**config.mk**
```make
export PLATFORM = sky130hd
export DESIGN_NAME = q2e_sqrt_cell
export DESIGN_NICKNAME = d
export VERILOG_FILES = /design/src/hdl/q2e_pkg.sv /design/src/hdl/q2e_sqrt_cell.sv
export SDC_FILE = /design/constraint.sdc
export NUM_CORES = 1
export LEC_CHECK = 0
export BUFFER_PORTS_ARGS = -buffer_cell sky130_fd_sc_hd__buf_2
export CORE_AREA = 8 8 170 172
export CTS_CLUSTER_SIZE = 10
export DETAILED_ROUTE_END_ITERATION = 16
export DIE_AREA = 0 0 178 180
export SLEW_MARGIN = 20
export SYNTH_ARGS = -nofsm -noshare
export SYNTH_HDL_FRONTEND = slang
export SYNTH_SLANG_ARGS = --single-unit
```
**constraint.sdc**
```tcl
create_clock -name clock -period 5.85 [get_ports clock]
set_input_delay 0.2925 -clock clock [delete_from_list [all_inputs] [get_ports clock]]
set_output_delay 0.2925 -clock clock [all_outputs]
set_load 0.1 [all_outputs]
```
**src/hdl/q2e_pkg.sv**
```systemverilog
// Shared widths, constants, types and helpers for the quaternion to Euler angle block.
package q2e_pkg;

   localparam int COMPONENT_BITS_DEF = 16;
   localparam int CORDIC_STAGES_DEF  = 16;

   localparam int Q28_W      = 32;   // one product in Q.28, magnitude up to 2^30
   localparam int SUM_W      = 36;   // 2*(a+b) and 1-2*(a+b) in Q.28
   localparam int CORDIC_W   = 38;   // CORDIC x/y incl. gain growth
   localparam int ANG_W      = 34;   // angle accumulator, 2^-23 degree
   localparam int ROUND_W    = ANG_W - 16;   // angle in 1/128 degree
   localparam int SQRT_CELLS = 29;   // root of up to 2^56 needs 29 bits
   localparam int SQRT_W     = 58;
   localparam int SQRT_TOP   = 56;   // radicand is 2^56 - s^2
   localparam int ATAN_LEN   = 24;

   localparam int YAW_ROLL_LIMIT = 23040;
   localparam int PITCH_LIMIT    = 11520;

   localparam logic signed [SUM_W-1:0] ONE_Q28 = SUM_W'(1) << 28;
   localparam logic signed [ANG_W-1:0] QUARTER_TURN = ANG_W'(90) << 23;

   // atan(2^-i) in 2^-23 degree
   localparam logic signed [ANG_W-1:0] ATAN_TABLE [ATAN_LEN] = '{
      34'sd377487360, 34'sd222843801, 34'sd117744544, 34'sd59768969,
      34'sd30000467,  34'sd15014858,  34'sd7509261,   34'sd3754860,
      34'sd1877459,   34'sd938733,    34'sd469367,    34'sd234683,
      34'sd117342,    34'sd58671,     34'sd29335,     34'sd14668,
      34'sd7334,      34'sd3667,      34'sd1833,      34'sd917,
      34'sd458,       34'sd229,       34'sd115,       34'sd57
   };

   typedef struct packed {
      logic signed [CORDIC_W-1:0] x;
      logic signed [CORDIC_W-1:0] y;
      logic signed [ANG_W-1:0]    ang;
   } cordic_vec_type;

   typedef struct packed {
      logic [SQRT_W-1:0] rem;
      logic [SQRT_W-1:0] root;
   } sqrt_state_type;

   function automatic logic signed [ROUND_W-1:0] sat_angle(
      input logic signed [ROUND_W-1:0] a,
      input int                        lim
   );
      logic signed [ROUND_W-1:0] lim_s;
      lim_s = ROUND_W'(lim);
      if (a > lim_s) begin
         return lim_s;
      end else if (a < -lim_s) begin
         return -lim_s;
      end
      return a;
   endfunction

endpackage

```
**src/hdl/q2e_sqrt_cell.sv**
```systemverilog
// One restoring square-root step, one result bit, registered.
module q2e_sqrt_cell import q2e_pkg::*; #(
   parameter int BIT_POS = 0
) (
   input  logic           clock,
   input  sqrt_state_type d_in,
   output sqrt_state_type d_out
);

   localparam logic [SQRT_W-1:0] BIT = SQRT_W'(1) << BIT_POS;

   sqrt_state_type q_ff, q_in;
   logic [SQRT_W-1:0] trial;

   always_comb begin
      trial = d_in.root + BIT;
      if (d_in.rem >= trial) begin
         q_in.rem  = d_in.rem - trial;
         q_in.root = (d_in.root >> 1) + BIT;
      end else begin
         q_in.rem  = d_in.rem;
         q_in.root = d_in.root >> 1;
      end
   end

   always_ff @(posedge clock) begin
      q_ff <= q_in;
   end

   assign d_out = q_ff;

endmodule

```
==> reports/qor.txt, run 1 <==
post-synth top area share: 0.2567
nets@finish: 1598
layout filler cell count: 2786
Slew HR: 0.3896
IO Port Bufs: 232
P_int: 1.879 mW
DR vias: 9665
Placement Setup Slack: 0.2715 ns
die span in x: 178 um
Max stage delay on crit path: 0.72 ns
worst path required time: 6.18 ns
drc violations: 0
CTS Buffer Depth: 2
Initial Util: 0.3433
Mapped Area: 9045 um^2
crit-path max FO: 28
Post-CTS Setup Repair Bufs: 0
vias in the first global route: 9577
Detail Route Antenna Nets: 0
Commonest cells post-synth: 125 x nand2_1, 125 x nor2_1, 116 x a21oi_1, 116 x dfxtp_1, 84 x xor2_1
ys async rst share: 0
post-DR vias/cell: 5.451
count of state elements after synthesis: 116
worst path cell trace: buf_2 -> ha_1 -> nand3_1 -> nor4_1 -> nand2_1 -> nor2_1 -> nand3_1 -> or2_2 -> nor2_1 -> nand2_1 -> xor2_1 -> ha_1 -> nand2_1 -> nor3_1 -> a22oi_1 -> o21ba_2 -> o211a_1 -> a21oi_4 -> buf_4 -> nor2_4 -> buf_4 -> nor2_1 -> a211oi_1
Setup WS post-layout: 0.5616 ns
Final Max Tran Viols: 0
most used flip-flop cell after synthesis: dfxtp_1
Boundary Pins: 233
total CTS buffers: 17
worst hold path endpoint: d_out[85]$_DFF_P_
Clk pwr share: 0.297
Final Critical Period: 5.288 ns
Initial DRT Pass Iterations: 5
core area: 26350 um^2
Synth Instances: 1189
Routed WL: 37340 um
final hold vios: 0
max reg flops: 116
Post-DP HPWL: 31070 um
critical path type: in -> reg
RSZ-0062 raised after global routing: no
sequential power share: 0.259
crit path launch type: primary input
CTS clk-pin slew, worst paths: 0.05 ns
CP arrival: 5.62 ns
initial antenna violation count: 6
Fin Setup TNS: 0 ns
global-route wire length before repair: 56560 um
Critical Path Sink Type: flip-flop
Setup violations, final: 0
initial DRC count: 847
gr usage total: 0.2268
Rows: 60
largest net degree at the start of global routing: 40
leakage: 4.810 nW
Yosys cell types: 76
logic gate share of total power: 0.445
top post-synthesis cells by area: dfxtp_1 26%, ha_1 8.3%, xor2_1 8.1%, xnor2_1 7.3%, a21oi_1 6.4%
Area growth, synth to finish: 24.79%
slowest stage cell, crit path: nor2_4
routed len/inst: 21.06 um
Hold Startpoint: d_in[85]
fmax: 189.1 MHz
Avg Cell Area, Syn: 7.607 um^2
TritonCTS clock tree: yes
die area: 32040 um^2
Slew @ Worst Pin: 0.9134 ns
layout cells sized above 1: 0.2402
Worst Hold Depth: 3
register area share after synthesis: 0.2567
Max IR drop VDD: 0.0002132 V
NetSw: 1.679 mW
# diodes: 0
Hold Crit Class: in -> reg
Synth Warn #: 0
clock tree sinks: 116
status: completed
H-tree Lvls: 4
Routability Congestion: 0.9656
Tcrit/Tclk final: 0.9040
EDFF count, synth: 0
Hold-fix buffers, CTS: 0
clock root buffer: clkbuf_16
PwrDens: 315.2 nW/um^2
Post-Syn Nets: 1367
DIE HEIGHT: 180 um
max-cap viol count: 0
gr ovfl total: 0
post-cts sizing count: 0
Net Sw Frac: 0.4719
leading area contributor after synthesis: dfxtp_1
-- how the worst max path moves through the flow --
| stage | start | endpoint | slack, ns |
|---|---|---|---|
| finish | d_in[2] | d_out[88]$_DFF_P_ | 0.56 |
| floorplan | d_in[1] | d_out[103]$_DFF_P_ | 1.12 |
| global route | d_in[2] | d_out[16]$_DFF_P_ | 0.25 |
| global placement | d_in[2] | d_out[4]$_DFF_P_ | 0.43 |
| detailed placement | d_in[2] | d_out[88]$_DFF_P_ | 0.27 |
| CTS | d_in[2] | d_out[88]$_DFF_P_ | 0.71 |
-- critical path, delay by kind of cell --
| kind | cells | cell delay [ns] |
|---|---|---|
| buffers and inverters | 3 | 0.59 |
| AO/OA/AOI/OAI | 5 | 1.06 |
| AND/OR/NAND/NOR | 12 | 2.90 |
| adder cells (fa/ha/maj) | 2 | 0.60 |
| XOR/XNOR | 1 | 0.16 |
-- stage by stage --
step             util  instances  area (um^2)  hold WS (ns)  power [mW]
3_3_place_gp   0.4065       1742        10710        0.5168       2.513
3_5_place_dp   0.4065       1742        10710        0.5078       2.510
2_1_floorplan       -       1189         9045        0.3892       2.144
6_report       0.4283       1773        11290       0.08238       3.557
5_1_grt        0.4283       1773        11290       0.08909       3.700
4_1_cts        0.4283       1773        11290       0.07728       3.569
-- cell type report --
cell class	count	area, um^2	area share
Clock buffer	19	442.9	0.03924
Clock inverter	12	133.9	0.01186
Inverter	29	108.9	0.009644
Multi-Input combinational cell	978	6309	0.5589
Sequential cell	116	2322	0.2057
Tap cell	341	426.7	0.03780
Timing Repair Buffer	278	1544	0.1368
-- per-layer routing --
layer  GRT usage  wire length (um)  vias up
met4     0.08639              1260       12
met5           0                80        -
met2      0.3715             17260      394
li1            -                 -     4680
met3     0.05218              2902       68
met1      0.2829             15840     4511
-- cells in the final DEF (no fill, tap or decap), types with 3 or more instances in the layout --
cell type / instances
buf_2: 232
nand2_1: 125
nor2_1: 124
a21oi_1: 116
dfxtp_1: 116
xor2_1: 84
xnor2_1: 75
ha_1: 60
o21ai_0: 56
nand4_1: 49
buf_4: 43
nor3_1: 41
nand3_1: 32
inv_1: 29
a21o_1: 23
and3_1: 18
clkbuf_16: 17
or3_1: 14
o21bai_1: 13
nor4_1: 11
or2_2: 8
o21a_1: 8
o211ai_1: 8
nor2b_1: 8
nand2b_1: 7
a211oi_1: 7
or4_1: 6
and2_1: 6
a31oi_1: 6
and4_1: 5
nor4_2: 5
clkinvlp_4: 5
o2111ai_1: 4
nor3_2: 4
o31ai_1: 3
o21ba_2: 3
o211a_1: 3
o21ai_1: 3
clkinv_4: 3
buf_12: 3
-- power groups by stage --
stage	Clock [mW]	Combinational, mW	Sequential [mW]
floorplan	0	0.491	1.65
global placement	0	1.58	0.937
detailed placement	0	1.57	0.936
CTS	1.07	1.58	0.921
global route	1.11	1.67	0.930
finish	1.06	1.58	0.920
-- cell families after synthesis --
logic type,count (synthesis),share of synthesized area
and+or+nand+nor,479,0.2668
AOI/OAI and AO/OA,276,0.1870
xor gates and xnor gates,159,0.1540
DFF,116,0.2567
buffers and inverters,95,0.04662
adders and majority gates,61,0.08521
muxes,3,0.003596
No activity file was read; power rests on OpenSTA's default activity.
==> run 2, diff against run 1 <==
- CELL_PAD_IN_SITES_DETAIL_PLACEMENT: not set -> 0
- CELL_PAD_IN_SITES_GLOBAL_PLACEMENT: not set -> 2
- CORE_AREA: 8 8 170 172 -> 8 8 183 185
- DIE_AREA: 0 0 178 180 -> 0 0 191 193
- PLACE_DENSITY_LB_ADDON: not set -> 0.1
==> reports/qor.txt, run 2 (synthesized netlist as in run 1, its figures left out) <==
status: completed
CP endpoint: d_out[115]$_DFF_P_
Fin Setup TNS: 0 ns
Max stage delay on crit path: 0.48 ns
gr usage total: 0.2112
Initial Util: 0.2934
Worst Hold Depth: 3
CP Depth: 20
CTS clk-pin slew, worst paths: 0.07 ns
drc violations: 0
core area: 30820 um^2
family with the most delay on the worst path: simple AND/OR/NAND/NOR gates
fmax: 191.8 MHz
Initial DRT Pass Iterations: 5
worst path required time: 6.21 ns
DIE HEIGHT: 193 um
vias in the first global route: 9587
die span in x: 191 um
crit path launch type: primary input
P_int: 1.789 mW
Hold-fix buffers, CTS: 0
most common cell after layout, fill and taps aside: buf_2
PwrDens: 309.8 nW/um^2
Setup violations, final: 0
Routed WL: 39510 um
# diodes: 0
layout cells sized above 1: 0.2381
Clk pwr share: 0.286
Max IR drop VDD: 0.0001922 V
global-route wire length before repair: 58400 um
Critical Path Sink Type: flip-flop
NetSw: 1.708 mW
routed len/inst: 21.59 um
H-tree Lvls: 4
placed cell count: 1798
Slew @ Worst Pin: 0.7686 ns
Hold Startpoint: d_in[85]
logic gate share of total power: 0.452
clock root buffer: clkbuf_16
Slew HR: 0.4864
RSZ-0062 raised after global routing: no
CP arrival: 5.58 ns
worst path cell trace: buf_2 -> ha_1 -> nand3_1 -> nor4_1 -> nand2_1 -> nor2_1 -> nand3_1 -> or2_2 -> nor2_1 -> xnor2_1 -> ha_1 -> buf_4 -> nand4_1 -> or3_1 -> a2111oi_2 -> o2111ai_1 -> a211oi_2 -> o311ai_0 -> a2111o_1 -> o311ai_1
DR vias: 9273
critical path type: in -> reg
Critical Path Source: d_in[2]
slowest stage cell, crit path: nor4_1
final non-filler cell total: 1830
IO Port Bufs: 232
max reg flops: 116
max-cap viol count: 0
Routability Congestion: 0.9005
Final Critical Period: 5.215 ns
total CTS buffers: 17
Detail Route Antenna Nets: 0
gr ovfl total: 0
Post-DP HPWL: 33440 um
CP bufs+invs: 2
clock tree sinks: 116
die area: 36860 um^2
Tcrit/Tclk final: 0.8914
post-DR vias/cell: 5.067
most frequent cells in the layout: 232 x buf_2, 125 x nand2_1, 124 x nor2_1
Hold Crit Class: in -> reg
final hold vios: 0
Rows: 65
leakage: 4.770 nW
nets@finish: 1593
Post-CTS Setup Repair Bufs: 0
Boundary Pins: 233
largest net degree at the start of global routing: 58
Net Sw Frac: 0.4884
initial antenna violation count: 3
crit-path max FO: 8
TritonCTS clock tree: yes
post-cts sizing count: 0
Tot Pwr: 3.497 mW
Final Max Tran Viols: 0
initial DRC count: 537
Area growth, synth to finish: 24.77%
sequential power share: 0.262
CTS Buffer Depth: 2
==> run 2: cell types whose count changed in the layout (fill, tap and decap cells not counted), sizes merged <==
cell | previous run | this run
inv | 29 | 37
buf | 278 | 273
clkinv | 5 | 2
bufinv | 2 | 0
clkbuf | 19 | 18
clkinvlp | 5 | 4
==> run 2: layout make-up <==
cell class	instances	area [um^2]
clock buffers	18	429.2
clock inverters	14	117.6
fillers	3324	19540
inverters	29	108.9
multi-input cells	978	6311
flip-flops and latches	116	2322
well taps	402	503.0
repair buffers	273	1494
==> run 2: through the flow <==
step	worst slack (ns)	hold slack (ns)	instance area (um^2)	util
6_report	0.6353	0.07017	11290	0.3661
5_1_grt	0.1622	0.08105	11290	0.3661
4_1_cts	0.5849	0.05331	11290	0.3661
3_5_place_dp	0.1468	0.5288	10740	0.3484
3_3_place_gp	0.2903	0.5283	10740	0.3484
2_1_floorplan	1.122	0.3892	9045	-
==> run 2: power groups by stage <==
stage | sequential (mW) | clock [mW] | combinational, mW
2_1_floorplan | 1.65 | 0 | 0.491
3_3_place_gp | 0.935 | 0 | 1.60
3_5_place_dp | 0.933 | 0 | 1.59
4_1_cts | 0.918 | 1.03 | 1.59
5_1_grt | 0.926 | 1.06 | 1.67
6_report | 0.915 | 1.00 | 1.58
==> run 2: metal layers <==
layer / global-route usage / part of all wire / wire (um)
met5: 0 / 0.0010 / 41
met4: 0.04982 / 0.014 / 551
met2: 0.3714 / 0.49 / 19540
met1: 0.2586 / 0.44 / 17380
met3: 0.04622 / 0.051 / 1998
==> run 2: worst min-delay path by stage <==
stage	endpoint	slack (ns)
after global routing	d_out[97]$_DFF_P_	0.08
after CTS	d_out[113]$_DFF_P_	0.05
after global placement	d_out[96]$_DFF_P_	0.53
after detailed placement	d_out[96]$_DFF_P_	0.53
after floorplan	d_out[12]$_DFF_P_	0.39
final	d_out[85]$_DFF_P_	0.07
==> run 2: worst min-delay path, stage by stage <==
cell,delay [ns]
buf_2,0.10
nand2_1,0.05
nand2_1,0.05
==> run 3, diff against run 2 <==
- CELL_PAD_IN_SITES_GLOBAL_PLACEMENT: 2 -> 1
- CORE_AREA: 8 8 183 185 -> 8 8 162 164
- DIE_AREA: 0 0 191 193 -> 0 0 170 172
==> reports/qor.txt, run 3 (synthesized netlist as in run 1, its figures left out) <==
Final Util: 0.4664
IO Port Bufs: 232
GRT met3 Usage: 0.04452
Post-DP HPWL: 30830 um
vias in the first global route: 9425
status: completed
family with the most delay on the worst path: simple AND/OR/NAND/NOR gates
Slew HR: 0.4467
max-cap viol count: 0
DR vias: 9474
routed len/inst: 21.38 um
final hold vios: 0
initial antenna violation count: 4
PwrDens: 314.4 nW/um^2
CP bufs+invs: 1
layout cells sized above 1: 0.2316
most common cell after layout, fill and taps aside: buf_2
core area: 23820 um^2
die area: 29240 um^2
clock tree sinks: 116
Slew @ Worst Pin: 0.8276 ns
layout filler cell count: 2593
slowest stage cell, crit path: ha_1
M2 GR Usage: 0.4140
leakage: 4.706 nW
largest net degree at the start of global routing: 38
Routability Congestion: 0.9201
Post-CTS Setup Repair Bufs: 0
Initial DRT Pass Iterations: 7
Hold Crit Class: in -> reg
gr ovfl total: 0
DIE HEIGHT: 172 um
Max stage delay on crit path: 0.49 ns
Top Usage Layer GRT: met2
H-tree Lvls: 4
Initial Util: 0.3797
drc violations: 0
Area growth, synth to finish: 22.82%
Max IR drop VDD: 0.0001961 V
Critical Path Sink Type: flip-flop
CTS Buffer Depth: 2
crit-path max FO: 9
initial DRC count: 700
nets@finish: 1581
die span in x: 170 um
CTS clk-pin slew, worst paths: 0.07 ns
total CTS buffers: 17
Boundary Pins: 233
fmax: 190.4 MHz
FF/Latch Area: 2322 um^2
clock root buffer: clkbuf_16
area of the multi-input gates: 6324 um^2
Final Critical Period: 5.253 ns
Setup violations, final: 0
RSZ-0062 raised after global routing: no
Tcrit/Tclk final: 0.8980
max reg flops: 116
critical path type: in -> reg
crit path launch type: primary input
Rows: 57
TritonCTS clock tree: yes
global-route wire length before repair: 55360 um
Final Max Tran Viols: 0
Routed WL: 37260 um
CP arrival: 5.57 ns
met1 usage in global routing: 0.3119
Fin Setup TNS: 0 ns
worst path required time: 6.17 ns
most frequent cells in the layout: 232 x buf_2, 125 x nand2_1, 124 x nor2_1
post-DR vias/cell: 5.435
Detail Route Antenna Nets: 0
worst path cell trace: buf_2 -> ha_1 -> nand3_1 -> nor4_1 -> nand2_1 -> nor2_1 -> nand3_1 -> or2_2 -> nor2_1 -> xnor2_1 -> ha_1 -> nand4_1 -> or3_1 -> o21ai_0 -> o2111ai_1 -> a211oi_2 -> o311ai_0 -> a2111o_1 -> o311ai_1
gr usage total: 0.2489
-- run 3: changes by cell type in the layout (fill, tap and decap cells not counted), sizes merged --
cell,delta
buf,-12
diode,+3
clkinvlp,+1
inv,-1
-- run 3: final cells by class --
class	instances	share of cell area
multi-input cells	978	0.5692
clock inverters	14	0.01092
diodes	3	0.0006758
clock buffers	18	0.03863
repair buffers	261	0.1252
flip-flops and latches	116	0.2090
inverters	29	0.009798
well taps	324	0.03649
-- run 3: report_power, final --
group          internal [mW]  switching [mW]  leakage [nW]
Sequential             0.889          0.0282         0.978
Clock                  0.555           0.454         0.254
Combinational          0.342            1.22          3.47
Total                   1.79            1.71          4.71
-- run 3: what timing repair did --
item / in CTS / in global routing
resized for setup: 0 / 1
hold buffers: 0 / 0
setup endpoints to repair: 0 / 1
-- run 3: path summary, 6_finish.rpt --
path	depth (start not counted)	slack, ns	to	from
min	2	0.08	d_out[96]$_DFF_P_	d_in[96]
max	19	0.60	d_out[115]$_DFF_P_	d_in[1]
-- run 3: through the flow --
stage	power (mW)	instances	hold WS, ns	setup WS, ns	instance area [um^2]
after detailed placement	2.497	1708	0.5161	0.1324	10540
final	3.493	1743	0.08219	0.5968	11110
after global routing	3.645	1743	0.08828	0.1118	11110
after global placement	2.501	1708	0.5106	0.2680	10540
after CTS	3.518	1740	0.06385	0.5447	11090
after floorplan	2.144	1189	0.3892	1.122	9045
-- run 3: layer usage --
layer,up-vias,part of all wire
met3,53,0.058
met5,-,0.00030
met1,4441,0.44
met4,2,0.034
li1,4663,-
met2,315,0.47
